==> config.mk <==
export PLATFORM = sky130hd
export DESIGN_NAME = stereo_correlation_meter_core
export DESIGN_NICKNAME = d
export VERILOG_FILES = /design/src/hdl/scm_pkg.sv /design/src/hdl/stereo_correlation_meter_core.sv
export SDC_FILE = /design/constraint.sdc
export NUM_CORES = 2
export LEC_CHECK = 0
export BUFFER_PORTS_ARGS = -buffer_cell sky130_fd_sc_hd__clkbuf_2
export CAP_MARGIN = 20
export CORE_UTILIZATION = 37
export CTS_CLUSTER_DIAMETER = 120
export DETAILED_ROUTE_END_ITERATION = 6
export GPL_ROUTABILITY_DRIVEN = 0
export PLACE_DENSITY = 0.62
export SLEW_MARGIN = 25
export SYNTH_ARGS = -nofsm -noshare
export SYNTH_HDL_FRONTEND = slang
export SYNTH_SLANG_ARGS = --single-unit
==> constraint.sdc <==
create_clock -name aclk -period 12.12 [get_ports aclk]
set_input_delay 1.818 -clock aclk [delete_from_list [all_inputs] [get_ports aclk]]
set_output_delay 1.818 -clock aclk [all_outputs]
set_load 0.05 [all_outputs]
==> src/hdl/scm_pkg.sv <==
// Package for the stereo correlation meter: default sizes, register indexes,
// fixed-point constants and the CORDIC arctangent table.
// No dependencies; used by the core, its checker and the bench.
`default_nettype none

package scm_pkg;

    // Defaults for the top-level parameters
    localparam int SAMPLE_BITS_DEF    = 24;
    localparam int CORDIC_STEPS_DEF   = 16;
    localparam int CORR_FRAC_BITS_DEF = 14;

    // Configuration register indexes and widths
    localparam int CFG_ADDR_W = 2;
    localparam int CFG_DATA_W = 23;
    localparam int COEFF_W    = 16;
    localparam int LEVEL_W    = 23;

    localparam logic [CFG_ADDR_W-1:0] REG_NEGATIVE_ONLY = 2'd0;
    localparam logic [CFG_ADDR_W-1:0] REG_SMOOTH_COEFF  = 2'd1;
    localparam logic [CFG_ADDR_W-1:0] REG_SILENCE_LEVEL = 2'd2;

    localparam logic [COEFF_W-1:0] COEFF_RESET = 16'd65000;
    localparam logic [LEVEL_W-1:0] LEVEL_RESET = 23'd1;

    // Angle units: pi/4 is 2^ANG_SHIFT
    localparam int ANG_SHIFT = 29;
    localparam int ANG_W     = 32;

    // CORDIC datapath: operands are normalised until the larger reaches 2^NORM_EXP
    localparam int XW          = 45;
    localparam int NORM_EXP    = 40;
    localparam int NORM_COARSE = 32;
    localparam int NORM_MID    = 36;
    localparam int ITER_W      = 5;

    // atan(2^-i) in angle units
    function automatic logic signed [ANG_W-1:0] atan_entry(input logic [ITER_W-1:0] idx);
        logic signed [ANG_W-1:0] v;
        case (idx)
            5'd0:  v = 32'sd536870912;
            5'd1:  v = 32'sd316933406;
            5'd2:  v = 32'sd167458907;
            5'd3:  v = 32'sd85004756;
            5'd4:  v = 32'sd42667331;
            5'd5:  v = 32'sd21354465;
            5'd6:  v = 32'sd10679838;
            5'd7:  v = 32'sd5340245;
            5'd8:  v = 32'sd2670163;
            5'd9:  v = 32'sd1335087;
            5'd10: v = 32'sd667544;
            5'd11: v = 32'sd333772;
            5'd12: v = 32'sd166886;
            5'd13: v = 32'sd83443;
            5'd14: v = 32'sd41722;
            5'd15: v = 32'sd20861;
            5'd16: v = 32'sd10430;
            5'd17: v = 32'sd5215;
            5'd18: v = 32'sd2608;
            5'd19: v = 32'sd1304;
            5'd20: v = 32'sd652;
            5'd21: v = 32'sd326;
            5'd22: v = 32'sd163;
            5'd23: v = 32'sd81;
            default: v = '0;
        endcase
        return v;
    endfunction

endpackage

`default_nettype wire

==> src/hdl/stereo_correlation_meter_core.sv <==
// Stereo phase correlation meter core: CORDIC angle, correlation map and
// one-pole smoother on a shared shift/add unit and one shared multiplier.
// Depends on scm_pkg.
//
// Usage:
//   s_ channel: one stereo pair per item, s_tdata = {right, left}.
//   m_ channel: one result per non-silent pair, m_tdata = {smoothed, instant}.
//   cfg channel: register writes, always ready; write only while the core is idle.
// Timing:
//   s_tready is high only while the sequencer is idle. A silent pair is
//   dropped at once and the next item can follow in the next cycle.
//   Otherwise m_tvalid rises after the normalisation shifts, at most
//   CORDIC_STEPS CORDIC iterations, the correlation map, the shared
//   multiplier states MUL_A, MUL_B and SUM, and the output load; an all-zero
//   pair skips straight to the map. A new pair is taken only once the
//   sequencer is back in idle after the output load.
//   The result waits in an output register while a new pair is processed;
//   if the receiver still stalls when the next result is ready, the
//   sequencer holds in its final state.
// Reset: registers take their reset values, smoother cleared, first pair loads it.
`default_nettype none

module stereo_correlation_meter_core #(
    parameter int SAMPLE_BITS    = scm_pkg::SAMPLE_BITS_DEF,
    parameter int CORDIC_STEPS   = scm_pkg::CORDIC_STEPS_DEF,
    parameter int CORR_FRAC_BITS = scm_pkg::CORR_FRAC_BITS_DEF
) (
    input  wire logic                            aclk,
    input  wire logic                            aresetn,
    // input items; tdata fields from bit 0: left_sample, right_sample
    input  wire logic                            s_tvalid,
    output      logic                            s_tready,
    input  wire logic [((2*SAMPLE_BITS+7)/8)*8-1:0] s_tdata,
    // result items; tdata fields from bit 0: instant_corr, smoothed_corr
    output      logic                            m_tvalid,
    input  wire logic                            m_tready,
    output      logic [((2*(CORR_FRAC_BITS+2)+7)/8)*8-1:0] m_tdata,
    // configuration writes
    input  wire logic                            cfg_valid,
    output      logic                            cfg_ready,
    input  wire logic [scm_pkg::CFG_ADDR_W-1:0]  cfg_addr,
    input  wire logic [scm_pkg::CFG_DATA_W-1:0]  cfg_data
);

    localparam int CW      = CORR_FRAC_BITS + 2;
    localparam int OUT_TW  = ((2*CW+7)/8)*8;
    localparam int MAG_W   = SAMPLE_BITS + 1;
    localparam int CMP_W   = ((SAMPLE_BITS > scm_pkg::LEVEL_W) ?
                              SAMPLE_BITS : scm_pkg::LEVEL_W) + 1;
    localparam int SW      = CORR_FRAC_BITS + 19;
    localparam int PW      = SW + 18;
    localparam int XW      = scm_pkg::XW;
    localparam int ANG_W   = scm_pkg::ANG_W;
    localparam int ANG_DROP = scm_pkg::ANG_SHIFT - CORR_FRAC_BITS;

    localparam logic signed [ANG_W-1:0] ANG_MAX  = ANG_W'(2) <<< scm_pkg::ANG_SHIFT;
    localparam logic signed [ANG_W-1:0] ANG_RND  = ANG_W'(1) <<< (ANG_DROP - 1);
    localparam logic signed [ANG_W-1:0] CORR_OFS = ANG_W'(1) <<< CORR_FRAC_BITS;
    localparam logic signed [PW-1:0]    P_HALF   = PW'(32768);
    localparam logic signed [SW-1:0]    S_HALF   = SW'(32768);
    localparam logic [scm_pkg::ITER_W-1:0] LAST_ITER = scm_pkg::ITER_W'(CORDIC_STEPS - 1);

    typedef enum logic [2:0] {
        ST_IDLE, ST_NORM, ST_ITER, ST_CORR, ST_MUL_A, ST_MUL_B, ST_SUM, ST_FIN
    } state_t;

    state_t state_reg;

    // configuration registers
    logic                          neg_only_reg;
    logic [scm_pkg::COEFF_W-1:0]   coeff_reg;
    logic [scm_pkg::LEVEL_W-1:0]   level_reg;

    // datapath registers
    logic signed [XW-1:0]          x_reg, y_reg;
    logic signed [ANG_W-1:0]       z_reg;
    logic [scm_pkg::ITER_W-1:0]    iter_reg;
    logic                          zero_reg;
    logic signed [CW-1:0]          corr_reg;
    logic signed [SW-1:0]          s_reg;
    logic                          first_reg;
    logic signed [PW-1:0]          prod_reg, acc_reg;
    logic                          m_tvalid_reg;
    logic signed [CW-1:0]          inst_out_reg, smooth_out_reg;

    // input unpacking, magnitudes, silence test
    logic signed [SAMPLE_BITS-1:0] left_s, right_s;
    logic [SAMPLE_BITS-1:0]        abs_l, abs_r;
    logic signed [MAG_W-1:0]       sum_s, dif_s;
    logic [MAG_W-1:0]              abs_sum, abs_dif;
    logic                          silent, in_zero;

    always_comb begin
        left_s  = s_tdata[SAMPLE_BITS-1:0];
        right_s = s_tdata[2*SAMPLE_BITS-1:SAMPLE_BITS];
        abs_l   = left_s[SAMPLE_BITS-1]  ? (~left_s + 1'b1)  : left_s;
        abs_r   = right_s[SAMPLE_BITS-1] ? (~right_s + 1'b1) : right_s;
        silent  = (CMP_W'(abs_l) < CMP_W'(level_reg)) &&
                  (CMP_W'(abs_r) < CMP_W'(level_reg));
        in_zero = (left_s == '0) && (right_s == '0);
        sum_s   = MAG_W'(left_s) + MAG_W'(right_s);
        dif_s   = MAG_W'(left_s) - MAG_W'(right_s);
        abs_sum = sum_s[MAG_W-1] ? (~sum_s + 1'b1) : sum_s;
        abs_dif = dif_s[MAG_W-1] ? (~dif_s + 1'b1) : dif_s;
    end

    // normalisation: coarse and fine shifts of both operands together
    logic [XW-1:0] xy_or;
    logic [2:0]    norm_sel;  // one-hot: shift 8, shift 4, shift 1
    always_comb begin
        xy_or    = x_reg | y_reg;
        norm_sel = 3'b000;
        if (xy_or[XW-1:scm_pkg::NORM_COARSE] == '0) begin
            norm_sel = 3'b100;
        end else if (xy_or[XW-1:scm_pkg::NORM_MID] == '0) begin
            norm_sel = 3'b010;
        end else if (xy_or[XW-1:scm_pkg::NORM_EXP] == '0) begin
            norm_sel = 3'b001;
        end
    end

    // shared CORDIC add/shift unit
    logic signed [XW-1:0]    x_sh, y_sh, x_step, y_step;
    logic signed [ANG_W-1:0] z_step, ang_i;
    always_comb begin
        x_sh  = x_reg >>> iter_reg;
        y_sh  = y_reg >>> iter_reg;
        ang_i = scm_pkg::atan_entry(iter_reg);
        if (!y_reg[XW-1]) begin
            x_step = x_reg + y_sh;
            y_step = y_reg - x_sh;
            z_step = z_reg + ang_i;
        end else begin
            x_step = x_reg - y_sh;
            y_step = y_reg + x_sh;
            z_step = z_reg - ang_i;
        end
    end

    // angle clamp and map to correlation
    logic signed [ANG_W-1:0] z_cl, z_rnd, corr_full;
    logic signed [CW-1:0]    corr_v;
    always_comb begin
        if (z_reg[ANG_W-1]) begin
            z_cl = '0;
        end else if (z_reg > ANG_MAX) begin
            z_cl = ANG_MAX;
        end else begin
            z_cl = z_reg;
        end
        z_rnd     = (z_cl + ANG_RND) >>> ANG_DROP;
        corr_full = z_rnd - CORR_OFS;
        corr_v    = zero_reg ? '0 : corr_full[CW-1:0];
        if (neg_only_reg && !corr_v[CW-1] && (corr_v != '0)) begin
            corr_v = '0;
        end
    end

    // shared multiplier: a*s, then (1-a)*corr
    logic signed [SW-1:0]    op_a;
    logic [16:0]             op_b;
    logic signed [17:0]      op_b_s;
    logic signed [PW-1:0]    prod_next, total, total_sh;
    logic signed [SW-1:0]    sm_full;
    always_comb begin
        if (state_reg == ST_MUL_A) begin
            op_a = s_reg;
            op_b = {1'b0, coeff_reg};
        end else begin
            op_a = {{(SW-CW){corr_reg[CW-1]}}, corr_reg};
            op_b = 17'h10000 - {1'b0, coeff_reg};
        end
        op_b_s    = {1'b0, op_b};
        prod_next = op_a * op_b_s;
        total     = acc_reg + (prod_reg <<< 16) + P_HALF;
        total_sh  = total >>> 16;
        sm_full   = (s_reg + S_HALF) >>> 16;
    end

    assign s_tready  = (state_reg == ST_IDLE);
    assign cfg_ready = 1'b1;
    assign m_tvalid  = m_tvalid_reg;
    assign m_tdata   = OUT_TW'({smooth_out_reg, inst_out_reg});

    // sequencer, datapath and output register
    always_ff @(posedge aclk) begin
        prod_reg <= prod_next;
        if (!aresetn) begin
            state_reg    <= ST_IDLE;
            neg_only_reg <= 1'b0;
            coeff_reg    <= scm_pkg::COEFF_RESET;
            level_reg    <= scm_pkg::LEVEL_RESET;
            s_reg        <= '0;
            first_reg    <= 1'b1;
            m_tvalid_reg <= 1'b0;
        end else begin
            // configuration writes
            if (cfg_valid) begin
                case (cfg_addr)
                    scm_pkg::REG_NEGATIVE_ONLY: neg_only_reg <= cfg_data[0];
                    scm_pkg::REG_SMOOTH_COEFF:  coeff_reg    <= cfg_data[scm_pkg::COEFF_W-1:0];
                    scm_pkg::REG_SILENCE_LEVEL: level_reg    <= cfg_data;
                    default: ;
                endcase
            end

            // output register: loaded from the final state, cleared when taken
            if ((state_reg == ST_FIN) && (!m_tvalid_reg || m_tready)) begin
                m_tvalid_reg   <= 1'b1;
                inst_out_reg   <= corr_reg;
                smooth_out_reg <= sm_full[CW-1:0];
            end else if (m_tvalid_reg && m_tready) begin
                m_tvalid_reg <= 1'b0;
            end

            case (state_reg)
                ST_IDLE: begin
                    if (s_tvalid && !silent) begin
                        x_reg    <= XW'(abs_dif);
                        y_reg    <= XW'(abs_sum);
                        z_reg    <= '0;
                        iter_reg <= '0;
                        zero_reg <= in_zero;
                        state_reg <= in_zero ? ST_CORR : ST_NORM;
                    end
                end
                ST_NORM: begin
                    case (norm_sel)
                        3'b100: begin
                            x_reg <= x_reg <<< 8;
                            y_reg <= y_reg <<< 8;
                        end
                        3'b010: begin
                            x_reg <= x_reg <<< 4;
                            y_reg <= y_reg <<< 4;
                        end
                        3'b001: begin
                            x_reg <= x_reg <<< 1;
                            y_reg <= y_reg <<< 1;
                        end
                        default: state_reg <= ST_ITER;
                    endcase
                end
                ST_ITER: begin
                    if (y_reg == '0) begin
                        state_reg <= ST_CORR;
                    end else begin
                        x_reg <= x_step;
                        y_reg <= y_step;
                        z_reg <= z_step;
                        iter_reg <= iter_reg + 1'b1;
                        if (iter_reg == LAST_ITER) begin
                            state_reg <= ST_CORR;
                        end
                    end
                end
                ST_CORR: begin
                    corr_reg <= corr_v;
                    // first pair after reset loads the smoother
                    if (first_reg) begin
                        s_reg     <= {{(SW-CW-16){corr_v[CW-1]}}, corr_v, 16'b0};
                        first_reg <= 1'b0;
                    end
                    state_reg <= ST_MUL_A;
                end
                ST_MUL_A: begin
                    state_reg <= ST_MUL_B;
                end
                ST_MUL_B: begin
                    acc_reg   <= prod_reg;
                    state_reg <= ST_SUM;
                end
                ST_SUM: begin
                    s_reg     <= total_sh[SW-1:0];
                    state_reg <= ST_FIN;
                end
                ST_FIN: begin
                    // leave once the output register can take the result
                    if (!m_tvalid_reg || m_tready) begin
                        state_reg <= ST_IDLE;
                    end
                end
                default: state_reg <= ST_IDLE;
            endcase
        end
    end

endmodule

`default_nettype wire

# Yosys cells after proc, flatten, opt, wreduce, memory -nomap -nowiden
# Memory sizes are Yosys's and may differ from the RTL's. A register that Yosys moved wholly into a read port is not among the register bits.
# Cells that the tools add are included.
[word_totals]
n_memories = 1
wordCells = 146
reg_bits = 352
rom_bits = 960
[op_classes]
n_addsub = 19
mul = 1
n_bitwise = 5
magnitude_cmp = 3
n_reduce_logical = 36
n_shift = 2
n_eq_ne = 20
mux = 42
[memory_table]
columns = ["memory", "words", "width", "rd", "rd_ports_with_merged_regs", "write_ports", "line_no", "source"]
rows = [
  ["(name not given)", 32, 30, 1, 1, 0, "scm_pkg.sv:40", "case (idx)"],
]
[ops]
columns = ["cell", "n"]
rows = [
  ["45-bit case mux with 3 select lines", 4],
  ["45-bit 2-to-1 mux", 6],
  ["32-bit 2-to-1 mux", 3],
  ["45-bit adder", 2],
  ["45-bit by 5-bit >>> shifter with 45-bit output", 2],
  ["45-bit subtractor", 2],
  ["33-bit 2-to-1 mux", 2],
  ["33-bit case mux with 2 select lines", 1],
  ["32-bit case mux with 2 select lines", 1],
  ["31-bit 2-to-1 mux", 2],
  ["25-bit by 1-bit adder with 25-bit output, second input constant", 2],
  ["25-bit 2-to-1 mux", 2],
  ["25-bit inverter", 2],
  ["49-bit by 17-bit adder with 49-bit output, second input constant", 1],
  ["49-bit adder", 1],
  ["33-bit by 18-bit multiplier with 49-bit output", 1],
  ["24-bit by 1-bit adder with 24-bit output, second input constant", 2],
  ["24-bit logical NOT", 2],
  ["24-bit by 23-bit less-than comparator with 1-bit output", 2],
  ["24-bit 2-to-1 mux", 2],
  ["24-bit inverter", 2],
  ["45-bit logical NOT", 1],
  ["45-bit bitwise OR", 1],
  ["32-bit by 17-bit adder with 32-bit output, second input constant", 1],
  ["other kinds (43)", 81],
]

# Longest topological paths before layout
[logic_depth]
ltp_word = 12
ltp_mapped = 33

# Worst setup path before layout
# OpenSTA, ideal clock, no wires.
[synth_timing]
kind = "input to register"
from = "in s_tdata[27]"
to = "reg x_reg[0] (enable)"
path_slack_ns = 2.716
path_buffers = 0
arrival_time_ns = 8.836
required_time_ns = 11.551
stages = 11
setup_time_ns = 0.569
cell_sequence = "or4_1 -> or3_1 -> nand3b_1 -> nand2_1 -> xnor2_1 -> ha_1 -> nand4_1 -> or4_1 -> o21a_1 -> o211a_1 -> a21oi_1"
[synth_via]
elab_chain_cells = 9
[synth_lines]
columns = ["element", "line_no", "source"]
rows = [
  ["start, declared", "stereo_correlation_meter_core.sv:33", "input wire logic [((2*SAMPLE_BITS+7)/8)*8-1:0] s_tdata,"],
  ["24-bit inverter", "stereo_correlation_meter_core.sv:97", "abs_r = right_s[SAMPLE_BITS-1] ? (~right_s + 1'b1) : right_s;"],
  ["24-bit by 1-bit adder with 24-bit output", "stereo_correlation_meter_core.sv:97", ""],
  ["24-bit 2-to-1 mux *", "stereo_correlation_meter_core.sv:97", ""],
  ["24-bit by 23-bit less-than comparator with 1-bit output *", "stereo_correlation_meter_core.sv:99", "(CMP_W'(abs_r) < CMP_W'(level_reg));"],
  ["1-bit logical AND *", "stereo_correlation_meter_core.sv:98", "silent = (CMP_W'(abs_l) < CMP_W'(level_reg)) &&"],
  ["1-bit logical NOT *", "stereo_correlation_meter_core.sv:218", "if (s_tvalid && !silent) begin"],
  ["1-bit logical AND *", "stereo_correlation_meter_core.sv:218", ""],
  ["2-bit by 1-bit inequality test with 1-bit output (no line) *", "n/a", ""],
  ["5-bit AND reduction (no line) *", "n/a", ""],
  ["end signal, assigned", "stereo_correlation_meter_core.sv:219", "x_reg <= XW'(abs_dif);"],
  ["end signal, assigned", "stereo_correlation_meter_core.sv:230", "x_reg <= x_reg <<< 8;"],
  ["end signal, assigned", "stereo_correlation_meter_core.sv:234", "x_reg <= x_reg <<< 4;"],
  ["end, declared", "stereo_correlation_meter_core.sv:75", "logic signed [XW-1:0] x_reg, y_reg;"],
]
# Every way passes the cells marked *; elsewhere a longest branch is shown, timed or not.
# A chain may end at the register's enable or synchronous reset.

# Final worst setup path
[layout_timing]
from = "reg coeff_reg[0] in the netlist's numbering"
to = "reg prod_reg[47]"
[layout_via]
elab_chain_cells = 3
[layout_lines]
columns = ["element", "line_no", "source"]
rows = [
  ["start, declared", "stereo_correlation_meter_core.sv:71", "logic [scm_pkg::COEFF_W-1:0] coeff_reg;"],
  ["start signal, assigned", "stereo_correlation_meter_core.sv:191", "coeff_reg <= scm_pkg::COEFF_RESET;"],
  ["start signal, assigned", "stereo_correlation_meter_core.sv:201", "scm_pkg::REG_SMOOTH_COEFF: coeff_reg <= cfg_data[scm_pkg::COEFF_W-1:0];"],
  ["17-bit by 16-bit subtractor with 17-bit output", "stereo_correlation_meter_core.sv:171", "op_b = 17'h10000 - {1'b0, coeff_reg};"],
  ["17-bit 2-to-1 mux *", "stereo_correlation_meter_core.sv:166", "if (state_reg == ST_MUL_A) begin"],
  ["33-bit by 18-bit multiplier with 49-bit output *", "stereo_correlation_meter_core.sv:174", "prod_next = op_a * op_b_s;"],
  ["named net prod_next[47]", "stereo_correlation_meter_core.sv:163", "logic signed [PW-1:0] prod_next, total, total_sh;"],
  ["end signal, assigned", "stereo_correlation_meter_core.sv:187", "prod_reg <= prod_next;"],
  ["end, declared", "stereo_correlation_meter_core.sv:82", "logic signed [PW-1:0] prod_reg, acc_reg;"],
]
# The timed path passes the listed nets; every way through them passes the cells marked *.

==> results.md <==
- Worst skew pair latency: approximately 0.66 ns
- Global-route wire length before repair: between 300 and 400 mm
- Worst slack at placement: roughly 2.4 ns
- Final Util: approximately two fifths
- Core ar.: approximately 150000 sq um
- Synth top area cells: fa_1 19%, edfxtp_1 11%, ha_1 8.3%, dfxtp_1 5.5%, nand2_1 5.2%
- TritonRoute pass-1 iters: 7
- Clk sinks: between 300 and 400
- Worst r2r path cells: 30
- Yosys cell types: between 90 and 100
- Fin worst setup slack: approximately 2.3 ns
- Top_reg_cell synth: edfxtp_1
- Largest family of logic cells by synthesized area: adder cells
- Routed Antenna Nets: 0
- Clk root buf: clkbuf_16
- Number of global-route vias before repair: slightly above 50000
- R2r startpoint: coeff_reg[0]$_SDFFE_PN0P_
- Slew headroom: 22.65%
- Post-synthesis xor/xnor area fraction: under 10%
- RR Endpoint: prod_reg[47]$_DFF_P_
- Hold Crit Depth: 0
- Routed len/inst: about 23 microns
- Share of cells above drive strength 1: approximately 8.4%
- Slew Limit Fails: 0
- Adder-cell area share of the yosys netlist: about 27%
- Area grow syn2layout: 7.555%
- Post-Synth Simple-Gate Area: ~16%
- Drt drc: 24
- # H-tree levels: 2
- Final hold vios: 0
- Hold Buf Count CTS: 0
- Mux contribution to synthesized area: a little under 8%
- Hold endpoint: acc_reg[44]$_DFFE_PP_
- Outcome: finished with violations
- Max FFs per register: 49
- Total global-route track usage: about a quarter
- Initial antenna violation count: 4
- Setup_tns: 0 ns
- RSZ-0062 raised after global routing: false
- Hold Crit Class: register to register
- Final period util: roughly 81%
- Fin nets: 7582
- Syn_nets: ~7700
- Syn avg cell area: 8.464 sq um
- HP Start: prod_reg[44]$_DFF_P_
- Die height: about 390 microns
- DIE WIDTH: around 390 microns
- DR vias: 51473
- Slowest-stage cell, CP: a221oi_1
- Clk slew on worst S/H paths: around 0.070 ns
- Overflow left after global routing: 0
- I/O Buffers: 111
- Non-filler cells, final: 8669
- Resize count post-CTS: 0
- Async set-reset flop share out of synthesis: 0%
- Post-Synthesis Cell Area: about 57000 sq um
- Clk network pwr share: just under 8%
- CP max FO: 31
- Setup bufs post-CTS: 0
- CP required: about 13 ns
- Final WL: about 200 mm
- Initial Util: between 30% and 40%
- Max Freq: about 0.1 GHz
- Crit path top cell by count: fa_1
- Minimum clock period: approximately 9.9 ns
- Placed Cells: ~8600
- R2R setup slack: roughly 2.3 ns
- P_sw: ~0.011 W
- Flop pwr share: around an eighth
- Critical Path End Type: register
- Fill cells: ~15000
- I/O Pins: between 100 and 150
- Pint: 0.009272 W
- Max cap viols: 0
- Failing checks: design-rule violations
- Yosys top cell area share: between 10% and 20%
- Largest net degree at the start of global routing: ~160
- Setup Viol. Count Final: 0
- Slew @ Worst Pin: 1.151 ns
- Synth Instances: 6725
- Yosys warns: 0
- DP HPWL: between 100 and 150 mm
- Iteration-0 DRC count of the detailed router: 5633
- Vias/cell: around 5.9
- Seq/Total Area, Yosys: between 10% and 20%
- Die Footprint: 155400 sq um
- Pwr/cell area: between 300 and 400 nW/um^2
- Seq cells post-synth: 367
- Maximum VDD drop: roughly 330 uV
- Compound-gate portion of the synthesized area: a little under a fifth
- Setup CP Type: register to register
- Clock Path Buffers: 3
- Placement Rows: between 100 and 150
- Logic pwr share: 79.8%
- Area leader, netlist: fa_1
- Crit-path max cell delay: between 0.6 and 0.7 ns
- Switching share of power: ~54%
- Total CTS buffers: 49
- Layout Skew: between 0.02 and 0.025 ns
- Lkg Pwr: around 26 nW
- CP startpoint kind: register
- Post-synth EDFFs: between 200 and 250
- CP arrival: between 10 and 15 ns
- CTS tree: yes
[kinds of logic after synthesis]
family	after synthesis
compound gates	1580
xor+xnor	458
fa+ha+maj	907
buf+inv	1110
flops	367
mux	285
other cells	1
simple gates	2017
[final cells by class]
class                           instances  area, sq um  share of cell area [%]
Inverter                              734         2755                   4.500
Timing Repair Buffer                  197         1230                   2.009
Clock buffer                           62         1351                   2.207
Multi-Input combinational cell       5248        43520                   71.09
Tap cell                             2030         2540                   4.149
Clock inverter                         29        371.6                  0.6070
Sequential cell                       367         9449                   15.43
Antenna cell                            2        5.005                0.008175
[per-stage QoR]
step	hold slack, ns	total power, W	instance area (sq um)
floorplan	0.3855	0.01390	56920
global placement	0.4051	0.01777	59420
detailed placement	0.3887	0.01792	59450
CTS	0.4186	0.01973	61170
global route	0.4215	0.02178	61220
finish	0.4120	0.02004	61220
[synth_stat cells (47+ instances only)]
| cell type | count |
|---|---|
| a211oi_1 | 47 |
| a21o_1 | 132 |
| a21oi_1 | 473 |
| a22oi_1 | 82 |
| a31oi_1 | 61 |
| clkbuf_1 | 292 |
| dfxtp_1 | 157 |
| edfxtp_1 | 210 |
| fa_1 | 530 |
| ha_1 | 377 |
| inv_1 | 728 |
| mux2_2 | 62 |
| mux2i_1 | 100 |
| mux4_2 | 122 |
| nand2_1 | 796 |
| nand2b_1 | 74 |
| nand3_1 | 97 |
| nand4_1 | 48 |
| nor2_1 | 583 |
| nor2b_1 | 54 |
| nor3_1 | 111 |
| nor4_1 | 47 |
| o21a_1 | 61 |
| o21ai_0 | 254 |
| o22ai_1 | 56 |
| xnor2_1 | 335 |
| xor2_1 | 122 |
[worst max path at each step]
stage | start | endpoint | slack [ns] | cells past startpoint
2_1_floorplan | s_tdata[27] | x_reg[0]$_DFFE_PP_ | 2.72 | 11
3_3_place_gp | coeff_reg[0]$_SDFFE_PN0P_ | prod_reg[47]$_DFF_P_ | 2.66 | 33
3_5_place_dp | coeff_reg[0]$_SDFFE_PN0P_ | prod_reg[47]$_DFF_P_ | 2.36 | 30
4_1_cts | coeff_reg[0]$_SDFFE_PN0P_ | prod_reg[47]$_DFF_P_ | 2.36 | 30
5_1_grt | coeff_reg[0]$_SDFFE_PN0P_ | prod_reg[47]$_DFF_P_ | 1.72 | 30
6_report | coeff_reg[0]$_SDFFE_PN0P_ | prod_reg[47]$_DFF_P_ | 2.25 | 30
[critical path, delay by kind of cell (launching register included)]
| kind | cells | cell delay [ns] |
|---|---|---|
| simple gates | 5 | 1.05 |
| flops | 1 | 0.30 |
| buf+inv | 5 | 1.04 |
| compound gates | 10 | 2.95 |
| xor+xnor | 2 | 0.72 |
| fa+ha+maj | 8 | 3.71 |
[cell usage in the layout, fill, tap and decap left out, types with 157 or more instances in the layout]
cell type / netlist / layout
nor2_1: 583 / 576
o21ai_0: 254 / 253
ha_1: 377 / 377
xnor2_1: 335 / 330
dfxtp_1: 157 / 157
a21oi_1: 473 / 470
fa_1: 530 / 530
edfxtp_1: 210 / 210
nand2_1: 796 / 793
inv_1: 728 / 727
[routing by layer]
| metal | wire [microns] | track usage, % | up-vias |
|---|---|---|---|
| met5 | 23 | 0 | - |
| met4 | 8635 | 9.818 | 4 |
| met3 | 22250 | 6.647 | 527 |
| met2 | 85150 | 37.85 | 2814 |
| met1 | 80180 | 33.23 | 25049 |
| li1 | - | - | 23079 |
[power by group through the flow]
stage	Clock, W	Sequential (W)	Combinational (W)
3_5_place_dp	0	0.00245	0.0155
3_3_place_gp	0	0.00245	0.0153
4_1_cts	0.00162	0.00244	0.0157
5_1_grt	0.00166	0.00249	0.0176
2_1_floorplan	0	0.00208	0.0118
6_report	0.00159	0.00247	0.0160
No activity file was read; power rests on OpenSTA's default activity.
